### src/rtl/aes256_ctr_xor_counter_stream_core_assert.svh
// Assertion macros for the stream core top level
`ifndef AES256_CTR_XOR_COUNTER_STREAM_CORE_ASSERT_SVH
`define AES256_CTR_XOR_COUNTER_STREAM_CORE_ASSERT_SVH

// same-cycle implication, checked out of reset
`define ACTR_ASSERT_IMPL(lbl, ante, cons, msg) \
  lbl: assert property (@(posedge clk) disable iff (!rst_n) (ante) |-> (cons)) \
    else $error(msg);

// next-cycle implication, checked out of reset
`define ACTR_ASSERT_NEXT(lbl, ante, cons, msg) \
  lbl: assert property (@(posedge clk) disable iff (!rst_n) (ante) |=> (cons)) \
    else $error(msg);

`endif

### src/rtl/actr_pkg.sv
// Shared types, constants and AES helper functions for the CTR stream core
`timescale 1ns / 1ps
package actr_pkg;

  localparam int unsigned QUEUE_DEPTH = 4;
  localparam int unsigned NUM_ROUNDS  = 14;
  localparam int unsigned CFG_IDX_W   = 8;

  localparam logic [CFG_IDX_W-1:0] REG_KEY0     = 8'd0;
  localparam logic [CFG_IDX_W-1:0] REG_KEY1     = 8'd1;
  localparam logic [CFG_IDX_W-1:0] REG_KEY2     = 8'd2;
  localparam logic [CFG_IDX_W-1:0] REG_KEY3     = 8'd3;
  localparam logic [CFG_IDX_W-1:0] REG_SALT_HI  = 8'd4;
  localparam logic [CFG_IDX_W-1:0] REG_SALT_LO  = 8'd5;
  localparam logic [CFG_IDX_W-1:0] REG_PUB_HI   = 8'd6;
  localparam logic [CFG_IDX_W-1:0] REG_PUB_LO   = 8'd7;

  localparam logic [2047:0] SBOX_TBL = {
    128'h637c777bf26b6fc53001672bfed7ab76, 128'hca82c97dfa5947f0add4a2af9ca472c0,
    128'hb7fd9326363ff7cc34a5e5f171d83115, 128'h04c723c31896059a071280e2eb27b275,
    128'h09832c1a1b6e5aa0523bd6b329e32f84, 128'h53d100ed20fcb15b6acbbe394a4c58cf,
    128'hd0efaafb434d338545f9027f503c9fa8, 128'h51a3408f929d38f5bcb6da2110fff3d2,
    128'hcd0c13ec5f974417c4a77e3d645d1973, 128'h60814fdc222a908846eeb814de5e0bdb,
    128'he0323a0a4906245cc2d3ac629195e479, 128'he7c8376d8dd54ea96c56f4ea657aae08,
    128'hba78252e1ca6b4c6e8dd741f4bbd8b8a, 128'h703eb5664803f60e613557b986c11d9e,
    128'he1f8981169d98e949b1e87e9ce5528df, 128'h8ca1890dbfe6426841992d0fb054bb16
  };

  // queued item: byte, its place in the keystream block, restart flag
  typedef struct packed {
    logic [7:0] data;
    logic [3:0] pos;
    logic       restart;
  } actr_item_t;

  typedef struct packed {
    logic empty;
    logic full;
  } actr_q_status_t;

  typedef struct packed {
    logic start;
    logic abort;
  } actr_aes_ctrl_t;

  typedef struct packed {
    logic busy;
    logic done;
  } actr_aes_status_t;

  function automatic logic [7:0] sbox(input logic [7:0] b);
    logic [2047:0] tmp;
    tmp = SBOX_TBL >> {~b, 3'b000};
    return tmp[7:0];
  endfunction

  function automatic logic [7:0] xtime(input logic [7:0] b);
    return {b[6:0], 1'b0} ^ (b[7] ? 8'h1b : 8'h00);
  endfunction

  // byte idx of a 128-bit block, byte 0 in the top bits
  function automatic logic [7:0] get_byte(input logic [127:0] v, input logic [3:0] idx);
    logic [127:0] tmp;
    tmp = v >> {~idx, 3'b000};
    return tmp[7:0];
  endfunction

  // slides the 8-word key window on by four words
  function automatic logic [255:0] key_next(input logic [255:0] k, input logic rot,
                                            input logic [7:0] rcon);
    logic [31:0] w7, t, n0, n1, n2, n3;
    w7 = k[31:0];
    if (rot) begin
      t = {sbox(w7[23:16]) ^ rcon, sbox(w7[15:8]), sbox(w7[7:0]), sbox(w7[31:24])};
    end else begin
      t = {sbox(w7[31:24]), sbox(w7[23:16]), sbox(w7[15:8]), sbox(w7[7:0])};
    end
    n0 = k[255:224] ^ t;
    n1 = k[223:192] ^ n0;
    n2 = k[191:160] ^ n1;
    n3 = k[159:128] ^ n2;
    return {k[127:0], n0, n1, n2, n3};
  endfunction

  // SubBytes, ShiftRows, MixColumns (skipped on the last round), AddRoundKey
  function automatic logic [127:0] enc_round(input logic [127:0] s, input logic [127:0] rk,
                                             input logic last);
    logic [7:0]   t [16];
    logic [127:0] o;
    logic [7:0]   a0, a1, a2, a3, al;
    for (int r = 0; r < 4; r++) begin
      for (int c = 0; c < 4; c++) begin
        t[r + 4 * c] = get_byte(s, 4'((r + 4 * ((c + r) & 3))));
      end
    end
    for (int i = 0; i < 16; i++) begin
      t[i] = sbox(t[i]);
    end
    for (int c = 0; c < 4; c++) begin
      a0 = t[4 * c];
      a1 = t[4 * c + 1];
      a2 = t[4 * c + 2];
      a3 = t[4 * c + 3];
      al = a0 ^ a1 ^ a2 ^ a3;
      if (!last) begin
        a0 = t[4 * c] ^ al ^ xtime(t[4 * c] ^ t[4 * c + 1]);
        a1 = t[4 * c + 1] ^ al ^ xtime(t[4 * c + 1] ^ t[4 * c + 2]);
        a2 = t[4 * c + 2] ^ al ^ xtime(t[4 * c + 2] ^ t[4 * c + 3]);
        a3 = t[4 * c + 3] ^ al ^ xtime(t[4 * c + 3] ^ t[4 * c]);
      end
      o[127 - 32 * c -: 32] = {a0, a1, a2, a3};
    end
    return o ^ rk;
  endfunction

endpackage

### src/rtl/actr_back.sv
// Back end: keystream prefetch, counter tracking and output register
`timescale 1ns / 1ps
module actr_back (
  input  logic                      clk,
  input  logic                      rst_n,
  input  actr_pkg::actr_item_t      head,
  input  logic                      q_empty,
  output logic                      q_pop,
  input  logic [127:0]              iv,
  input  logic                      cfg_wr,
  output actr_pkg::actr_aes_ctrl_t  aes_ctrl,
  output logic [127:0]              aes_blk,
  input  actr_pkg::actr_aes_status_t aes_st,
  input  logic [127:0]              aes_result,
  output logic                      out_tvalid,
  input  logic                      out_tready,
  output logic [7:0]                out_tdata    // out_byte
);

  logic [127:0] cur_ks_r, nxt_ks_r, ks;
  logic         nxt_v_r;
  logic [31:0]  req_ctr_r, start_ctr;
  logic         out_valid_r;
  logic [7:0]   out_data_r;
  logic         adv, head_new, flush, ks_ok, consume_new;

  assign adv      = !out_valid_r || out_tready;
  assign head_new = (head.pos == 4'd0);
  // restart only needs a flush if the prefetch is not already on counter 0
  assign flush    = !q_empty && head.restart && (req_ctr_r != 32'd0);
  assign ks_ok    = !head_new || nxt_v_r;
  assign q_pop    = !q_empty && adv && ks_ok && !flush;
  assign consume_new = q_pop && head_new;

  assign aes_ctrl.abort = cfg_wr || flush;
  assign aes_ctrl.start = !aes_ctrl.abort && !aes_st.busy && !aes_st.done &&
                          (!nxt_v_r || consume_new);
  assign start_ctr = consume_new ? req_ctr_r + 32'd1 : req_ctr_r;
  assign aes_blk   = iv ^ {96'd0, start_ctr};

  assign ks         = head_new ? nxt_ks_r : cur_ks_r;
  assign out_tvalid = out_valid_r;
  assign out_tdata  = out_data_r;

  always_ff @(posedge clk) begin
    if (q_pop) begin
      out_data_r <= head.data ^ actr_pkg::get_byte(ks, head.pos);
    end
    if (consume_new) begin
      cur_ks_r <= nxt_ks_r;
    end
    if (aes_st.done) begin
      nxt_ks_r <= aes_result;
    end
  end

  always_ff @(posedge clk) begin
    if (!rst_n) begin
      out_valid_r <= 1'b0;
      nxt_v_r     <= 1'b0;
      req_ctr_r   <= 32'd0;
    end else begin
      if (q_pop) begin
        out_valid_r <= 1'b1;
      end else if (out_tready) begin
        out_valid_r <= 1'b0;
      end
      if (aes_ctrl.abort || consume_new) begin
        nxt_v_r <= 1'b0;
      end else if (aes_st.done) begin
        nxt_v_r <= 1'b1;
      end
      if (flush) begin
        req_ctr_r <= 32'd0;
      end else if (consume_new) begin
        req_ctr_r <= req_ctr_r + 32'd1;
      end
    end
  end

endmodule

### config.mk
export PLATFORM = sky130hd
export DESIGN_NAME = actr_back
export DESIGN_NICKNAME = d
export VERILOG_FILES = /design/src/rtl/aes256_ctr_xor_counter_stream_core_assert.svh /design/src/rtl/actr_pkg.sv /design/src/rtl/actr_back.sv
export SDC_FILE = /design/constraint.sdc
export NUM_CORES = 1
export LEC_CHECK = 0
export BUFFER_PORTS_ARGS = -buffer_cell sky130_fd_sc_hd__buf_4
export CAP_MARGIN = 20
export CORE_MARGIN = 4
export CORE_UTILIZATION = 50
export DETAILED_ROUTE_END_ITERATION = 16
export PLACE_DENSITY = 0.8
export REMOVE_ABC_BUFFERS = 1
export SYNTH_ARGS = -nofsm -noshare
export SYNTH_HDL_FRONTEND = slang
export SYNTH_SLANG_ARGS = --single-unit
### constraint.sdc
create_clock -name clk -period 4.6 [get_ports clk]
set_input_delay 0.23 -clock clk [delete_from_list [all_inputs] [get_ports clk]]
set_output_delay 0.23 -clock clk [all_outputs]
set_load 0.01 [all_outputs]
==> metrics, run 1 <==
status=completed; Die Wd=164 um; synth top area cells=edfxtp_1 (64%), buf_4 (5.9%), dfxtp_1 (5.6%); antenna violations before repair=1; Final Non-Filler Cells=around 1,300; drc violations=0; Post-synth EDFFs=261; Max Cap Viol=0; pin count of the biggest net entering global routing=between 50 and 60; maximum clock rate=270 MHz; RSZ-0062 raised after global routing=false; GRT Residual Overflow=0; Starting Density=51.3%; Power Density=368 nW/um^2; post-CTS sizing=0; critical path's slowest cell=o211a_1; P&R area growth vs syn=28.7%; Antenna Violating Nets Remaining=0; commonest cells after routing, fill and taps aside=edfxtp_1 (261), buf_4 (229), dlygate4sd3_1 (133), nor2_1 (38), xnor2_1 (38); Hold Path Sink=out_tdata[4]; fin nets=1,284; syn avg cell area=16.7 um^2; clk_skew=14.8 ps; total core area=23,700 um^2; Required @ worst endpoint=4370 ps; Initial DRT Pass Iterations=5; Worst Setup SP=req_ctr_r[0]; CTS Sinks=a little under 300; input/output buffers=~220; FP Rows=56; routed wire length=41.7 mm; I/O Pins=between 400 and 500; Cell Chain, Critical Path=inv_1 -> ha_1 -> nor4b_1 -> nand4_1 -> o21ai_2 -> buf_4 -> o211a_1 -> buf_4; vias in the first global route=7,738; Tcrit/Tclk final=80.4%; most common cell after layout, fill and taps aside=edfxtp_1; htree depth=1; Fillers=1,592; synthesized cell area=12,200 um^2; via count=7,467; Clock transition at path regs=approximately 60 ps; Crit. End Element=output pin; Tot GR Track Use=30.7%; number of CTS-inserted buffers=29; reg2reg start=req_ctr_r[0]; crit-path most repeated cell=buf_4; Ant. Diodes=0; post-synth top area cell=edfxtp_1; CTS tree=yes; Final GP Congestion=approximately 0.89; R2R setup slack=1540 ps; Yosys cell types=52; FFs w/ async S/R, synth=0%; die height=164 um; min-delay src=head[9]; Worst path max stage delay=750 ps; synthesized flop and latch total=295; share of post-route cells with drive strength above 1=33.1%; vias per std cell=5.55; Worst R2R End=out_tdata[5]; Post-DP HPWL=between 20 and 30 mm; LEAKAGE=approximately 5.7 nW; share of the synthesized area in the top cell type=between 60 and 70%; Final Max Tran Viols=0; DRT iter0 DRCs=668; Tightest Pin Transition=880 ps; min Tclk post-route=3700 ps; worst hold path stage count=2; die area=~27,000 um^2; CTS max path bufs=3; Critical Path AT=3470 ps; FF-to-FF path depth=7; Hold Crit Class=input pin to register; synth warn=0; Main synth FF type=edfxtp_1; Fin. Hold Viols=0; sequential area share after synthesis=70.1%; DP Cell Count=about 1,200; DR WL/cell=31.0 um; critical-path maximum fanout=24; Slew HR=40.9%; post-synthesis instance total=730; Startpoint Class=register; Root Buffer Master=clkbuf_16; Setup TNS Final=0 ps; worst-skew pair later-pin latency=roughly 540 ps; number of setup violations in the final report=0; CP Class=register to output pin; VDD IR-drop max=0.466 mV; first-pass GRT wire length=57.0 mm
[cells by family after synthesis]
| kind of cell | Yosys count | share of synthesized area (%) |
|---|---|---|
| xor gates and xnor gates | 69 | 5.33 |
| AOI/OAI and AO/OA | 32 | 1.57 |
| buffers and inverters | 124 | 7.49 |
| DFF | 295 | 70.1 |
| and+or+nand+nor | 141 | 6.62 |
| muxes | 67 | 8.72 |
| adders and majority gates | 2 | 0.206 |
[worst max-delay path by stage]
stage | to | slack (ps) | depth (start not counted)
3_5_place_dp | aes_blk[21] | 1390 | 9
4_1_cts | q_pop | 930 | 8
3_3_place_gp | aes_blk[29] | 1420 | 9
2_1_floorplan | aes_blk[1] | -1560 | 8
5_1_grt | q_pop | 790 | 8
6_report | q_pop | 900 | 8
[where the power goes]
group / internal [W] / leakage [nW] / switching [W]
clock: 0.00122 / 0.424 / 0.00101
combinational: 0.000269 / 2.59 / 0.000180
sequential: 0.00304 / 2.73 / 0.0000404
[worst max-delay path, delay by kind of cell (launching register included)]
family | cells | cell delay (ps)
simple gates | 2 | 490
fa+ha+maj | 1 | 150
compound gates | 2 | 1240
flops | 1 | 360
buf+inv | 3 | 700
[Yosys cell counts (all sizes together) (13+ instances only)]
cell	instances
nand2	15
mux2	28
edfxtp	261
xor2	28
dfxtp	34
mux4	28
nand3	13
xnor2	38
nand4	19
buf	108
nor2	39
[per-layer routing]
layer	GRT usage (%)	wire [um]	share of wire [%]
met2	49.1	19200	46
met5	13.4	431	1.0
met4	10.2	1700	4.1
met1	28.9	12300	30
met3	24.4	8060	19
[stage by stage]
step | utilization [%] | total power (W) | worst slack, ps | hold slack (ps) | cell area, um^2
CTS | 66.1 | 0.00573 | 935 | 6.42 | 15600
finish | 66.1 | 0.00576 | 902 | 5.34 | 15600
detailed placement | 56.7 | 0.00348 | 1390 | 405 | 13400
global route | 66.1 | 0.00594 | 786 | 13.1 | 15600
floorplan | - | 0.00322 | -1560 | 329 | 11300
global placement | 56.7 | 0.00346 | 1420 | 401 | 13400
[layout make-up]
type / count / area, um^2 / area share [%]
flip-flops and latches: 295 / 8520 / 54.5
repair buffers: 364 / 3090 / 19.8
multi-input cells: 311 / 2740 / 17.5
clock buffers: 32 / 737 / 4.71
well taps: 319 / 399 / 2.55
clock inverters: 20 / 144 / 0.920
inverters: 5 / 18.8 / 0.120
[state kept, by name (all words and copies together), names as in the netlist]
| name | count |
|---|---|
| cur_ks_r | 125 |
| nxt_v_r | 1 |
| out_tvalid | 1 |
| out_tdata | 8 |
| req_ctr_r | 32 |
| nxt_ks_r | 128 |
[repair_timing]
item,in CTS,in global routing
hold buffers,133,0
hold endpoints to repair,134,0
buffers inserted,0,0
No activity file was read; power rests on OpenSTA's default activity.
==> run 2, diff against run 1 <==
--- a/config.mk
+++ b/config.mk
@@ -8,9 +8,9 @@
 export BUFFER_PORTS_ARGS = -buffer_cell sky130_fd_sc_hd__buf_4
 export CAP_MARGIN = 20
 export CORE_MARGIN = 4
-export CORE_UTILIZATION = 50
+export CORE_UTILIZATION = 45
 export DETAILED_ROUTE_END_ITERATION = 16
-export PLACE_DENSITY = 0.8
+export PLACE_DENSITY = 0.76
 export REMOVE_ABC_BUFFERS = 1
 export SYNTH_ARGS = -nofsm -noshare
 export SYNTH_HDL_FRONTEND = slang
==> constraint.sdc (replaced) <==
create_clock -name clk -period 3.3 [get_ports clk]
set_input_delay 0.165 -clock clk [delete_from_list [all_inputs] [get_ports clk]]
set_output_delay 0.165 -clock clk [all_outputs]
set_load 0.01 [all_outputs]
==> run 2 against run 1 <==
  * Largest cell class unchanged
  * Largest power group unchanged
  * Highest routed layer unchanged
  * First-iteration DRC count grew 29%
  * Critical path depth shrank 1
  * Clock skew grew 2.1 ps
  * Non-clock buffer count grew 12
  * Cell count grew 2.4%
  * Cell area grew 2.2%
  * Total power grew 48%
  * Via count is essentially flat
  * Combinational power grew 41%
  * Sequential share of layout area shrank 1.1 points
==> metrics, run 2 (same netlist as run 1, synthesis figures left out) <==
status=completed (unchanged); Crit. End Element=output pin (unchanged); critical path's slowest cell=a2111oi_1 (was o211a_1); via count=7,464 (was 7,467); final instance area=16,000 um^2 (was 15,600 um^2); clk_skew=16.9 ps (was 14.8 ps); R2R setup slack=630 ps (was 1540 ps); pin count of the biggest net entering global routing=80 (was 54); P_int=0.00681 W (was 0.00453 W); number of CTS-inserted buffers=30 (was 29); most common cell after layout, fill and taps aside=edfxtp_1 (unchanged); min Tclk post-route=3050 ps; Biggest register=nxt_ks_r (unchanged); Switch Pwr=0.00173 W (was 0.00123 W); Top Registers=nxt_ks_r x128, cur_ks_r x125, req_ctr_r x32 (unchanged); Gate power share=7.4% (was 7.8%); Post-DP HPWL=26.5 mm (was 27.8 mm); Initial DRT Pass Iterations=5 (unchanged); Pwr Total=0.00854 W (was 0.00576 W); Max Cap Viol=0 (unchanged); Power Density=535 nW/um^2 (was 368 nW/um^2); Hold Crit Class=input pin to register (unchanged); Required @ worst endpoint=3130 ps (was 4370 ps); CTS max path bufs=3 (unchanged); Final Max Tran Viols=0 (unchanged); pre-CTS setup slack=640 ps (was 1390 ps); vias in the first global route=7,572 (was 7,738); Cell Chain, Critical Path=nor4_1 -> nand4_1 -> o21ai_2 -> buf_6 -> nand2b_1 -> a2111oi_1 -> buf_4 (was inv_1 -> ha_1 -> nor4b_1 -> nand4_1 -> o21ai_2 -> buf_4 -> o211a_1 -> buf_4); CTS Sinks=295 (unchanged); Clock transition at path regs=70 ps (was 60 ps); Startpoint Class=register (unchanged); vias per std cell=5.42 (was 5.55); Root Buffer Master=clkbuf_16 (unchanged); CP Class=register to output pin (unchanged); number of setup violations in the final report=0 (unchanged); share of post-route cells with drive strength above 1=33.6% (was 33.1%); P&R area growth vs syn=31.4% (was 28.7%); critical-path maximum fanout=25 (was 24); I/O Pins=416 (unchanged); worst-skew pair later-pin latency=550 ps (was 540 ps); power share of the clock group=42.4% (was 38.7%); GRT Residual Overflow=0 (unchanged); first-pass GRT wire length=53.6 mm (was 57.0 mm); htree depth=1 (unchanged); Fin. Hold Viols=0 (unchanged); LEAKAGE=5.91 nW (was 5.74 nW); total core area=26,400 um^2 (was 23,700 um^2); drc violations=0 (unchanged); Critical Path AT=2890 ps (was 3470 ps); routed wire length=38.9 mm (was 41.7 mm); input/output buffers=223 (unchanged); antenna violations before repair=2 (was 1); commonest cells after routing, fill and taps aside=edfxtp_1 (261), buf_4 (232), dlygate4sd3_1 (139), nor2_1 (38), xnor2_1 (38) (was edfxtp_1 (261), buf_4 (229), dlygate4sd3_1 (133), nor2_1 (38), xnor2_1 (38)); VDD IR-drop max=0.516 mV (was 0.466 mV); fin nets=1,297 (was 1,284); maximum clock rate=approximately 330 MHz; Starting Density=46.1% (was 51.3%); Worst path max stage delay=540 ps (was 750 ps); RSZ-0062 raised after global routing=false (unchanged); Tightest Pin Transition=726 ps (was 880 ps); Tcrit/Tclk final=92.5%; max reg flops=128 (unchanged); die height=172 um (was 164 um); Tot GR Track Use=25.5% (was 30.7%); placed cell area=13,500 um^2 (was 13,400 um^2); fin util=60.6% (was 66.1%); final worst slack=247 ps (was 902 ps); FP Rows=59 (was 56); DRT iter0 DRCs=863 (was 668); Antenna Violating Nets Remaining=0 (unchanged); Sequential Power Share=50.2% (was 53.5%); Die Wd=172 um (was 164 um); Final GP Congestion=0.922 (was 0.890); CTS tree=yes (unchanged); DR WL/cell=28.2 um (was 31.0 um); die area=29,700 um^2 (was 26,900 um^2); Slew HR=51.6% (was 40.9%); Sw Share=20.2% (was 21.4%)
[run 2: cell type report]
class	count	area [um^2]
antenna	2	5.00
fill	1869	10400
sequential	295	8520
multi-input combinational	311	2750
timing repair buffer	376	3220
tap	335	419
clock buffer	36	795
clock inverter	18	258
inverter	5	18.8
[run 2: worst paths after layout]
kind / from / end / cells after the start
max: req_ctr_r[24] / aes_ctrl[1] / 7
min: aes_st[0] / nxt_ks_r[97] / 1
max reg2reg: req_ctr_r[24] / out_tvalid / 8
min reg2reg: nxt_ks_r[42] / cur_ks_r[42] / 0
[run 2: timing repair]
action / in CTS / in global routing
setup endpoints to repair: 0 / 12
setup buffers: 0 / 0
gates resized for setup: 0 / 4
hold endpoints to repair: 138 / 0
hold buffers: 139 / 0
[run 2: routing by layer]
layer | part of all wire [%] | GRT usage (%)
met1 | 33 | 27.8
met2 | 43 | 37.4
met3 | 20 | 21.2
met4 | 2.3 | 5.30
met5 | 1.2 | 11.7
[run 2: worst max-delay path, delay by kind of cell, from the launching register on]
kind / cells / cell delay [ps]
buffers and inverters: 2 / 450
AOI/OAI and AO/OA: 2 / 760
and+or+nand+nor: 3 / 770
DFF: 1 / 360
[run 2: through the flow]
stage	hold slack [ps]	instances	TNS (ps)
floorplan	264	611	-299520
global placement	330	1183	0
detailed placement	330	1183	0
CTS	64.6	1376	0
global route	63.8	1378	0
finish	59.3	1378	0
[run 2: power groups by stage]
stage                     clock, W  combinational [W]  sequential [W]
final                      0.00362           0.000634         0.00428
after global routing       0.00384           0.000676         0.00429
after CTS                  0.00365           0.000628         0.00428
after detailed placement         0           0.000493         0.00436
after global placement           0           0.000487         0.00435
after floorplan                  0           0.000145         0.00435
