**src/rtl/aes256_ctr_xor_counter_stream_core_assert.svh**
```systemverilog
// Assertion macros for the stream core top level
`ifndef AES256_CTR_XOR_COUNTER_STREAM_CORE_ASSERT_SVH
`define AES256_CTR_XOR_COUNTER_STREAM_CORE_ASSERT_SVH

// same-cycle implication, checked out of reset
`define ACTR_ASSERT_IMPL(lbl, ante, cons, msg) \
  lbl: assert property (@(posedge clk) disable iff (!rst_n) (ante) |-> (cons)) \
    else $error(msg);

// next-cycle implication, checked out of reset
`define ACTR_ASSERT_NEXT(lbl, ante, cons, msg) \
  lbl: assert property (@(posedge clk) disable iff (!rst_n) (ante) |=> (cons)) \
    else $error(msg);

`endif

```
**src/rtl/actr_pkg.sv**
```systemverilog
// Shared types, constants and AES helper functions for the CTR stream core
`timescale 1ns / 1ps
package actr_pkg;

  localparam int unsigned QUEUE_DEPTH = 4;
  localparam int unsigned NUM_ROUNDS  = 14;
  localparam int unsigned CFG_IDX_W   = 8;

  localparam logic [CFG_IDX_W-1:0] REG_KEY0     = 8'd0;
  localparam logic [CFG_IDX_W-1:0] REG_KEY1     = 8'd1;
  localparam logic [CFG_IDX_W-1:0] REG_KEY2     = 8'd2;
  localparam logic [CFG_IDX_W-1:0] REG_KEY3     = 8'd3;
  localparam logic [CFG_IDX_W-1:0] REG_SALT_HI  = 8'd4;
  localparam logic [CFG_IDX_W-1:0] REG_SALT_LO  = 8'd5;
  localparam logic [CFG_IDX_W-1:0] REG_PUB_HI   = 8'd6;
  localparam logic [CFG_IDX_W-1:0] REG_PUB_LO   = 8'd7;

  localparam logic [2047:0] SBOX_TBL = {
    128'h637c777bf26b6fc53001672bfed7ab76, 128'hca82c97dfa5947f0add4a2af9ca472c0,
    128'hb7fd9326363ff7cc34a5e5f171d83115, 128'h04c723c31896059a071280e2eb27b275,
    128'h09832c1a1b6e5aa0523bd6b329e32f84, 128'h53d100ed20fcb15b6acbbe394a4c58cf,
    128'hd0efaafb434d338545f9027f503c9fa8, 128'h51a3408f929d38f5bcb6da2110fff3d2,
    128'hcd0c13ec5f974417c4a77e3d645d1973, 128'h60814fdc222a908846eeb814de5e0bdb,
    128'he0323a0a4906245cc2d3ac629195e479, 128'he7c8376d8dd54ea96c56f4ea657aae08,
    128'hba78252e1ca6b4c6e8dd741f4bbd8b8a, 128'h703eb5664803f60e613557b986c11d9e,
    128'he1f8981169d98e949b1e87e9ce5528df, 128'h8ca1890dbfe6426841992d0fb054bb16
  };

  // queued item: byte, its place in the keystream block, restart flag
  typedef struct packed {
    logic [7:0] data;
    logic [3:0] pos;
    logic       restart;
  } actr_item_t;

  typedef struct packed {
    logic empty;
    logic full;
  } actr_q_status_t;

  typedef struct packed {
    logic start;
    logic abort;
  } actr_aes_ctrl_t;

  typedef struct packed {
    logic busy;
    logic done;
  } actr_aes_status_t;

  function automatic logic [7:0] sbox(input logic [7:0] b);
    logic [2047:0] tmp;
    tmp = SBOX_TBL >> {~b, 3'b000};
    return tmp[7:0];
  endfunction

  function automatic logic [7:0] xtime(input logic [7:0] b);
    return {b[6:0], 1'b0} ^ (b[7] ? 8'h1b : 8'h00);
  endfunction

  // byte idx of a 128-bit block, byte 0 in the top bits
  function automatic logic [7:0] get_byte(input logic [127:0] v, input logic [3:0] idx);
    logic [127:0] tmp;
    tmp = v >> {~idx, 3'b000};
    return tmp[7:0];
  endfunction

  // slides the 8-word key window on by four words
  function automatic logic [255:0] key_next(input logic [255:0] k, input logic rot,
                                            input logic [7:0] rcon);
    logic [31:0] w7, t, n0, n1, n2, n3;
    w7 = k[31:0];
    if (rot) begin
      t = {sbox(w7[23:16]) ^ rcon, sbox(w7[15:8]), sbox(w7[7:0]), sbox(w7[31:24])};
    end else begin
      t = {sbox(w7[31:24]), sbox(w7[23:16]), sbox(w7[15:8]), sbox(w7[7:0])};
    end
    n0 = k[255:224] ^ t;
    n1 = k[223:192] ^ n0;
    n2 = k[191:160] ^ n1;
    n3 = k[159:128] ^ n2;
    return {k[127:0], n0, n1, n2, n3};
  endfunction

  // SubBytes, ShiftRows, MixColumns (skipped on the last round), AddRoundKey
  function automatic logic [127:0] enc_round(input logic [127:0] s, input logic [127:0] rk,
                                             input logic last);
    logic [7:0]   t [16];
    logic [127:0] o;
    logic [7:0]   a0, a1, a2, a3, al;
    for (int r = 0; r < 4; r++) begin
      for (int c = 0; c < 4; c++) begin
        t[r + 4 * c] = get_byte(s, 4'((r + 4 * ((c + r) & 3))));
      end
    end
    for (int i = 0; i < 16; i++) begin
      t[i] = sbox(t[i]);
    end
    for (int c = 0; c < 4; c++) begin
      a0 = t[4 * c];
      a1 = t[4 * c + 1];
      a2 = t[4 * c + 2];
      a3 = t[4 * c + 3];
      al = a0 ^ a1 ^ a2 ^ a3;
      if (!last) begin
        a0 = t[4 * c] ^ al ^ xtime(t[4 * c] ^ t[4 * c + 1]);
        a1 = t[4 * c + 1] ^ al ^ xtime(t[4 * c + 1] ^ t[4 * c + 2]);
        a2 = t[4 * c + 2] ^ al ^ xtime(t[4 * c + 2] ^ t[4 * c + 3]);
        a3 = t[4 * c + 3] ^ al ^ xtime(t[4 * c + 3] ^ t[4 * c]);
      end
      o[127 - 32 * c -: 32] = {a0, a1, a2, a3};
    end
    return o ^ rk;
  endfunction

endpackage

```
**src/rtl/actr_front.sv**
```systemverilog
// Front end: accepts bytes and tags each with its keystream position
`timescale 1ns / 1ps
module actr_front (
  input  logic                clk,
  input  logic                rst_n,
  input  logic                in_tvalid,
  output logic                in_tready,
  input  logic [7:0]          in_tdata,   // data_byte
  input  logic                in_tuser,   // message_start
  input  logic                q_full,
  output logic                q_push,
  output actr_pkg::actr_item_t q_item
);

  logic [3:0] pos_r, pos_nxt;
  logic [3:0] cur_pos;

  assign in_tready = !q_full;
  assign q_push    = in_tvalid && in_tready;
  assign cur_pos   = in_tuser ? 4'd0 : pos_r;
  assign pos_nxt   = cur_pos + 4'd1;

  assign q_item.data    = in_tdata;
  assign q_item.pos     = cur_pos;
  assign q_item.restart = in_tuser;

  always_ff @(posedge clk) begin
    if (!rst_n) begin
      pos_r <= 4'd0;
    end else if (q_push) begin
      pos_r <= pos_nxt;
    end
  end

endmodule

```
**config.mk**
```make
export PLATFORM = sky130hd
export DESIGN_NAME = actr_front
export DESIGN_NICKNAME = d
export VERILOG_FILES = /design/src/rtl/aes256_ctr_xor_counter_stream_core_assert.svh /design/src/rtl/actr_pkg.sv /design/src/rtl/actr_front.sv
export SDC_FILE = /design/constraint.sdc
export NUM_CORES = 1
export LEC_CHECK = 0
export ABC_AREA = 1
export BUFFER_PORTS_ARGS = -buffer_cell sky130_fd_sc_hd__buf_2
export CAP_MARGIN = 5
export CORE_AREA = 2 2 39 41
export DETAILED_ROUTE_END_ITERATION = 8
export DIE_AREA = 0 0 41 43
export SYNTH_ARGS = -nofsm -noshare
export SYNTH_HDL_FRONTEND = slang
export SYNTH_SLANG_ARGS = --single-unit
```
**constraint.sdc**
```tcl
create_clock -name clk -period 1.2 [get_ports clk]
set_input_delay 0.24 -clock clk [delete_from_list [all_inputs] [get_ports clk]]
set_output_delay 0.24 -clock clk [all_outputs]
set_load 0.02 [all_outputs]
```
==> results of run 1 <==
## cell families after synthesis
family          share of synthesized area, %
buf+inv                                 34.7
simple gates                            28.7
compound gates                          11.2
flops                                   25.5
## what timing repair did
item	4_1_cts	5_1_grt
endpoints found under the hold margin	0	0
gates resized for setup	0	4
endpoints found under the setup margin	0	2
## power by group through the flow
stage / registers, mW / logic (mW) / clock network [mW]
finish: 0.144 / 0.0610 / 0.166
global route: 0.144 / 0.0686 / 0.187
CTS: 0.142 / 0.0603 / 0.178
detailed placement: 0.144 / 0.0600 / 0
global placement: 0.144 / 0.0593 / 0
floorplan: 0.144 / 0.0782 / 0
## synthesized netlist by cell type, types with 2 or more instances
cell / count / area share, %
buf_4: 9 / 22
nor2_1: 8 / 9.6
dfxtp_1: 4 / 25
nor2_4: 2 / 7.2
o21ai_1: 2 / 3.2
nand2_1: 6 / 7.2
inv_1: 10 / 12
## per-layer routing
| layer | vias up | global-route usage (%) |
|---|---|---|
| met5 | - | 0 |
| met4 | 0 | 9.33 |
| met3 | 2 | 3.14 |
| met2 | 11 | 9.69 |
| met1 | 106 | 6.11 |
| li1 | 147 | - |
## worst register-to-register path, stage by stage (launching register included)
cell and delay (ns):
dfxtp_2 0.33, inv_1 0.06, nor2_4 0.11, nand3_2 0.10
o21bai_1 0.15, nor2_1 0.05
## path summary, 6_finish.rpt
path,start,to,depth (start not counted)
min,rst_n,pos_r[2]$_SDFFE_PN0P_,3
max,pos_r[0]$_SDFFE_PN0P_,q_item[1],3
min reg2reg,pos_r[0]$_SDFFE_PN0P_,pos_r[0]$_SDFFE_PN0P_,2
max reg2reg,pos_r[0]$_SDFFE_PN0P_,pos_r[3]$_SDFFE_PN0P_,5
## cell usage in the layout, fill, tap and decap left out
cell / instances
nand3_1: 1
dfxtp_2: 2
nand2_1: 6
nor2_1: 8
dfxtp_1: 2
buf_2: 9
buf_4: 2
clkbuf_4: 3
inv_1: 10
a22oi_1: 1
nor2_4: 2
o21ai_0: 1
nand3_2: 1
o21bai_1: 1
a21oi_1: 1
inv_2: 1
o21ai_1: 2
## cell type report
class,instances,area share (%)
multi-input cells,24,35.6
flip-flops and latches,4,23.5
repair buffers,11,17.1
inverters,11,11.7
clock buffers,3,6.41
well taps,16,5.69
==> flow_summary.toml, run 1 <==
[outcome]
status = "finished, final reports clean"

[detailed_routing]
routed.top_layer = "met4"
first_iter_violations = 5
via_per_inst = 3.86
m1WireLength_um = 237
wl_met2_um = 230
wl_per_cell_um = 7.93
drt_first_pass_iters = 2
route.vias.total = 266
ant_nets = 0
wl_met3_um = 73
drcViolationCount = 0
wl_um = 547

[logic_synthesis]
async_reset_ff_share_pct = 0
yosys_warnings = 0
ys_types = 14
synth_seq_cells = 4
synth_fp_nets = 61
syn_area_um2 = 314
syn_avg_cell_area_um2 = 6.54
synth_edf_count = 0
yosysSeqAreaShare_pct = 25.5
syn-instance-count = 48
synthFlopType = "dfxtp_1"

[run]
maxCapViolations = 0

[global_route]
grt_pass1_vias = 227
gr-total-overflow = 0
grt_first_pass_wirelength_um = 772
grt_max_degree = 8
antenna_found_initial = 0
groute.usage.overall_pct = 7.03

[final_layout]
multi_input_comb_area_um2 = 125
nNetsFinal = 68
fin_cells = 69
largest_register_ffs = 4
fillCellCount = 162
reg_top3 = "pos_r (4)"
register_area_um2 = 82.6
fin_area_um2 = 352
largest_register = "pos_r"
drive_gt1_share_pct = 37.7
synthToLayoutAreaGrowth_pct = 12.0
fin_util_pct = 25.4
antenna_cells = 0

[power_and_ir_drop]
p_switching_uw = 96.4
p_leak_nw = 0.184
power_density_nw_per_um2 = 1050
combPwrFrac_pct = 16.5
internal-power_uw = 274
ir_worst_vdd_v = 0.000221
p_sw_share_pct = 26.0
seqPwrFrac_pct = 38.8
power.total_uw = 370
clock_power_share_pct = 44.8

[critical_path]
r2r_slack_ns = 0.28
path_buf_inv = 2
path_class = "flip-flop to output pin"
start_kind = "flip-flop"
slowest_stage = "dfxtp_2"
cp_max_fo = 4
path_cells = "inv_1, nor2_4, buf_4"
arrival_ns = 0.89
slowest_delay_ns = 0.33
required_ns = 0.96
cp-end-kind = "output pin"
critPathTopFamily = "flip-flops"

[place]
port_buffers = 11
place_congestion = 0.672
hpwl_um = 429
dpl_worst_slack_ns = 0.229
dp_cells = 66
post_dp_cell_area_um2 = 322

[clock_tree]
cts_setup_buffers = 0
clkLatencyLatePin_ns = 0.23
htree_levels = 1
numCtsBuffers = 3
path_clk_slew_ns = 0.04
cts_hold_buf = 0
numClockSinks = 4
root_buffer = "clkbuf_4"
cts_buffer_depth = 2
cts_tree = "built"

[floorplanning]
die_w_um = 41
initial_core_util_pct = 22.7
placementRows = 14
die_h_um = 43
io_pins = 28
core_um2 = 1380
die-area_um2 = 1760

[sta]
slew-limit-headroom_pct = 89.3
clock_skew_ns = 0.000599
hold_slack_ns = 0.258
fin_crit_ns = 1.13
rsz0062_at_grt = "no"
max_freq_mhz = 887
setup_viol = 0
hold_viol = 0
drv_slew = 0
worst_slew_pin_slew_ns = 0.161
fin_crit_sh_pct = 93.9
tns_ns = 0
layout_setup_ws_ns = 0.0729

[min_path]
hp-class = "primary input to flip-flop"
Power figures use the tool's default switching activity.
==> inputs of run 2 (changes only) <==
- CELL_PAD_IN_SITES_DETAIL_PLACEMENT: unset -> 0
- CELL_PAD_IN_SITES_GLOBAL_PLACEMENT: unset -> 1
- CORE_AREA: 2 2 39 41 -> unset
- CORE_UTILIZATION: unset -> 21
- DIE_AREA: 0 0 41 43 -> unset
- PLACE_DENSITY_LB_ADDON: unset -> 0.1
- SKIP_LAST_GASP: unset -> 1
==> flow_summary.toml, run 2 (synthesized netlist as in run 1, its figures left out) <==
[final_layout]
nNetsFinal = 68
reg_top3 = "pos_r (4)"
largest_register = "pos_r"
synthToLayoutAreaGrowth_pct = 10.8
largest_register_ffs = 4
fin_cells = 68
final_cell_mix = "10 x inv_1, 10 x buf_2, 8 x nor2_1"
antenna_cells = 0
drive_gt1_share_pct = 37.7

[global_route]
grt_first_pass_wirelength_um = 959
gr-total-overflow = 0
antenna_found_initial = 0
grt_pass1_vias = 214
grt_max_degree = 8
groute.usage.overall_pct = 9.59

[critical_path]
cp-end-kind = "output pin"
path_class = "flip-flop to output pin"
cp_max_fo = 4
arrival_ns = 0.89
start_kind = "flip-flop"
required_ns = 0.96

[clock_tree]
root_buffer = "clkbuf_4"
htree_levels = 1
cts_buffer_depth = 2
numCtsBuffers = 3
cts_setup_buffers = 0
path_clk_slew_ns = 0.04
cts_hold_buf = 0
clkLatencyLatePin_ns = 0.23
numClockSinks = 4
cts_tree = "built"

[sta]
slew-limit-headroom_pct = 88.8
tns_ns = 0
layout_setup_ws_ns = 0.0689
hold_viol = 0
rsz0062_at_grt = "no"
worst_slew_pin_slew_ns = 0.167
setup_viol = 0
max_freq_mhz = 884
fin_crit_ns = 1.13
drv_slew = 0
fin_crit_sh_pct = 94.3
clock_skew_ns = 0.0000784
hold_slack_ns = 0.264

[place]
place_congestion = 0.638
hpwl_um = 552
port_buffers = 11
dp_cells = 65
dpl_worst_slack_ns = 0.215

[detailed_routing]
first_iter_violations = 2
wl_um = 658
ant_nets = 0
via_per_inst = 4.06
wl_per_cell_um = 9.68
route.vias.total = 276
drt_first_pass_iters = 2
drcViolationCount = 0

[power_and_ir_drop]
power.total_uw = 371
power_density_nw_per_um2 = 1070
ir_worst_vdd_v = 0.000370
internal-power_uw = 273
p_switching_uw = 98.2
p_leak_nw = 0.184
seqPwrFrac_pct = 38.7
p_sw_share_pct = 26.4
clock_power_share_pct = 45.0
combPwrFrac_pct = 16.3

[floorplanning]
die-area_um2 = 1650
core_um2 = 1350
initial_core_util_pct = 23.3
placementRows = 13
io_pins = 28
die_h_um = 40.7
die_w_um = 40.7

[min_path]
hp-class = "primary input to flip-flop"

[run]
maxCapViolations = 0

[outcome]
status = "finished, final reports clean"
[run 2: cell counts in the layout (fill, tap and decap cells not counted)]
Identical to the previous run, type by type.
[run 2: critical path, stage by stage (launching register included)]
cell and delay, ns:
dfxtp_2 0.34, inv_1 0.06, nor2_4 0.11, buf_4 0.15
[run 2: path summary, 6_finish.rpt]
check | from | cells after the start | slack, ns | end
hold / removal | rst_n | 3 | 0.26 | pos_r[2]$_SDFFE_PN0P_
hold reg to reg | pos_r[0]$_SDFFE_PN0P_ | 2 | 0.53 | pos_r[0]$_SDFFE_PN0P_
setup reg to reg | pos_r[0]$_SDFFE_PN0P_ | 5 | 0.30 | pos_r[3]$_SDFFE_PN0P_
setup / recovery | pos_r[0]$_SDFFE_PN0P_ | 3 | 0.07 | q_item[1]
[run 2: layout make-up]
type	count	area, µm²
repair buffers	11	57.6
flip-flops and latches	4	82.6
inverters	11	41.3
multi-input cells	24	125
well taps	15	18.8
clock buffers	3	22.5
fillers	175	1000
[run 2: power by group through the flow]
stage                     registers [mW]  logic, mW  clock network (mW)
after global placement             0.145     0.0608                   0
after global routing               0.144     0.0680               0.182
after floorplan                    0.144     0.0782                   0
final                              0.144     0.0604               0.167
after CTS                          0.143     0.0619               0.175
after detailed placement           0.145     0.0608                   0
[run 2: routing by layer]
layer / global-route usage, % / vias to the layer above / wire [µm]
met5: 0 / - / 0
met4: 9.17 / 0 / 10
met3: 6.52 / 4 / 110
met2: 12.3 / 16 / 261
met1: 10.1 / 112 / 275
li1: - / 144 / -
[run 2: repair_timing]
item	4_1_cts	5_1_grt
resized for setup	1	2
setup endpoints to repair	1	2
cloned	0	0
hold endpoints to repair	0	0
pin swaps	0	0
[run 2: stage by stage]
stage	util, %	area, µm²
after floorplan	-	314
final	25.8	348
after global placement	23.7	320
after CTS	25.6	345
after global routing	25.8	348
after detailed placement	23.7	320
==> inputs of run 3 (changes only) <==
- CORE_MARGIN: unset -> 2
- SLEW_MARGIN: unset -> 10
==> flow_summary.toml, run 3 (synthesized netlist as in run 1, its figures left out) <==
[outcome]
status = "finished, final reports clean"

[critical_path]
start_kind = "flip-flop"
arrival_ns = 0.89
path_buf_inv = 2
critPathTopFamily = "flip-flops"
cp_max_fo = 4
slowest_stage = "dfxtp_2"
cp-end-kind = "output pin"
required_ns = 0.96
slowest_delay_ns = 0.34
path_cells = "inv_1, nor2_4, buf_4"
path_class = "flip-flop to output pin"

[run]
maxCapViolations = 0

[floorplanning]
die_h_um = 42.7
placementRows = 13
io_pins = 28
core_um2 = 1350
initial_core_util_pct = 23.3
die_w_um = 42.7
die-area_um2 = 1820

[global_route]
grt_first_pass_wirelength_um = 1210
gr-total-overflow = 0
antenna_found_initial = 0
grt_max_degree = 8
groute.usage.overall_pct = 9.15
grt_pass1_vias = 242

[sta]
rsz0062_at_grt = "no"
worst_slew_pin_slew_ns = 0.180
slew-limit-headroom_pct = 88.0
fin_crit_ns = 1.13
clock_skew_ns = 0.00428
tns_ns = 0
fin_crit_sh_pct = 93.9
max_freq_mhz = 887
drv_slew = 0
setup_viol = 0
hold_viol = 0

[clock_tree]
cts_resized = 1
numCtsBuffers = 3
cts_tree = "built"
numClockSinks = 4
clkLatencyLatePin_ns = 0.23
cts_hold_buf = 0
root_buffer = "clkbuf_4"
htree_levels = 1
cts_buffer_depth = 2
cts_setup_buffers = 0
path_clk_slew_ns = 0.04

[place]
post_dp_cell_area_um2 = 320
port_buffers = 11
place_congestion = 0.657
dp_cells = 65

[final_layout]
drive_gt1_share_pct = 37.7
register_area_um2 = 82.6
largest_register = "pos_r"
synthToLayoutAreaGrowth_pct = 10.8
antenna_cells = 0
nNetsFinal = 68
multi_input_comb_area_um2 = 125
final_cell_mix = "10 x inv_1, 10 x buf_2, 8 x nor2_1"
fin_area_um2 = 348
fin_cells = 68
fillCellCount = 165
reg_top3 = "pos_r (4)"
largest_register_ffs = 4
fin_util_pct = 25.8

[power_and_ir_drop]
p_leak_nw = 0.184
ir_worst_vdd_v = 0.000433
power.total_uw = 369
power_density_nw_per_um2 = 1060

[detailed_routing]
via_per_inst = 3.90
wl_per_cell_um = 10.6
drcViolationCount = 0
route.vias.total = 265
first_iter_violations = 8
drt_first_pass_iters = 2
wl_um = 719
ant_nets = 0

[min_path]
hp-class = "primary input to flip-flop"
[run 3: path summary, 6_finish.rpt]
kind / start / endpoint / slack, ns / cells past startpoint
worst max-delay path: pos_r[0]$_SDFFE_PN0P_ / q_item[1] / 0.07 / 3
worst min-delay path: rst_n / pos_r[2]$_SDFFE_PN0P_ / 0.26 / 3
worst max register to register: pos_r[0]$_SDFFE_PN0P_ / pos_r[3]$_SDFFE_PN0P_ / 0.31 / 5
worst min register to register: pos_r[0]$_SDFFE_PN0P_ / pos_r[0]$_SDFFE_PN0P_ / 0.53 / 2
[run 3: stage by stage]
| step | worst slack [ns] | hold WS (ns) |
|---|---|---|
| 2_1_floorplan | 0.237 | 0.367 |
| 3_3_place_gp | 0.226 | 0.480 |
| 3_5_place_dp | 0.208 | 0.480 |
| 4_1_cts | 0.0131 | 0.258 |
| 5_1_grt | 0.0119 | 0.274 |
| 6_report | 0.0728 | 0.262 |
[run 3: area by class of cell]
cell class	count	area share, %
multi-input cells	24	36.0
flip-flops and latches	4	23.7
repair buffers	11	16.5
inverters	11	11.9
clock buffers	3	6.47
well taps	15	5.40
[run 3: worst register-to-register path, cell delays in order (launching register included)]
cell and delay [ns]:
dfxtp_2 0.34, inv_1 0.07, nor2_4 0.10, nand3_2 0.10
o21bai_1 0.13, nor2_1 0.05
[run 3: report_power, final]
part           internal (mW)  total [mW]  switching [mW]
sequential             0.139       0.144         0.00442
clock                  0.112       0.164          0.0525
combinational         0.0220      0.0611          0.0392
total                  0.273       0.369          0.0961
[run 3: layer usage]
layer,part of all wire [%],wire (µm),vias up,global-route usage [%]
li1,-,-,144,-
met3,18,126,0,6.38
met4,0,0,0,7.50
met5,0,0,-,0
met1,41,297,104,10.2
met2,41,296,17,11.5
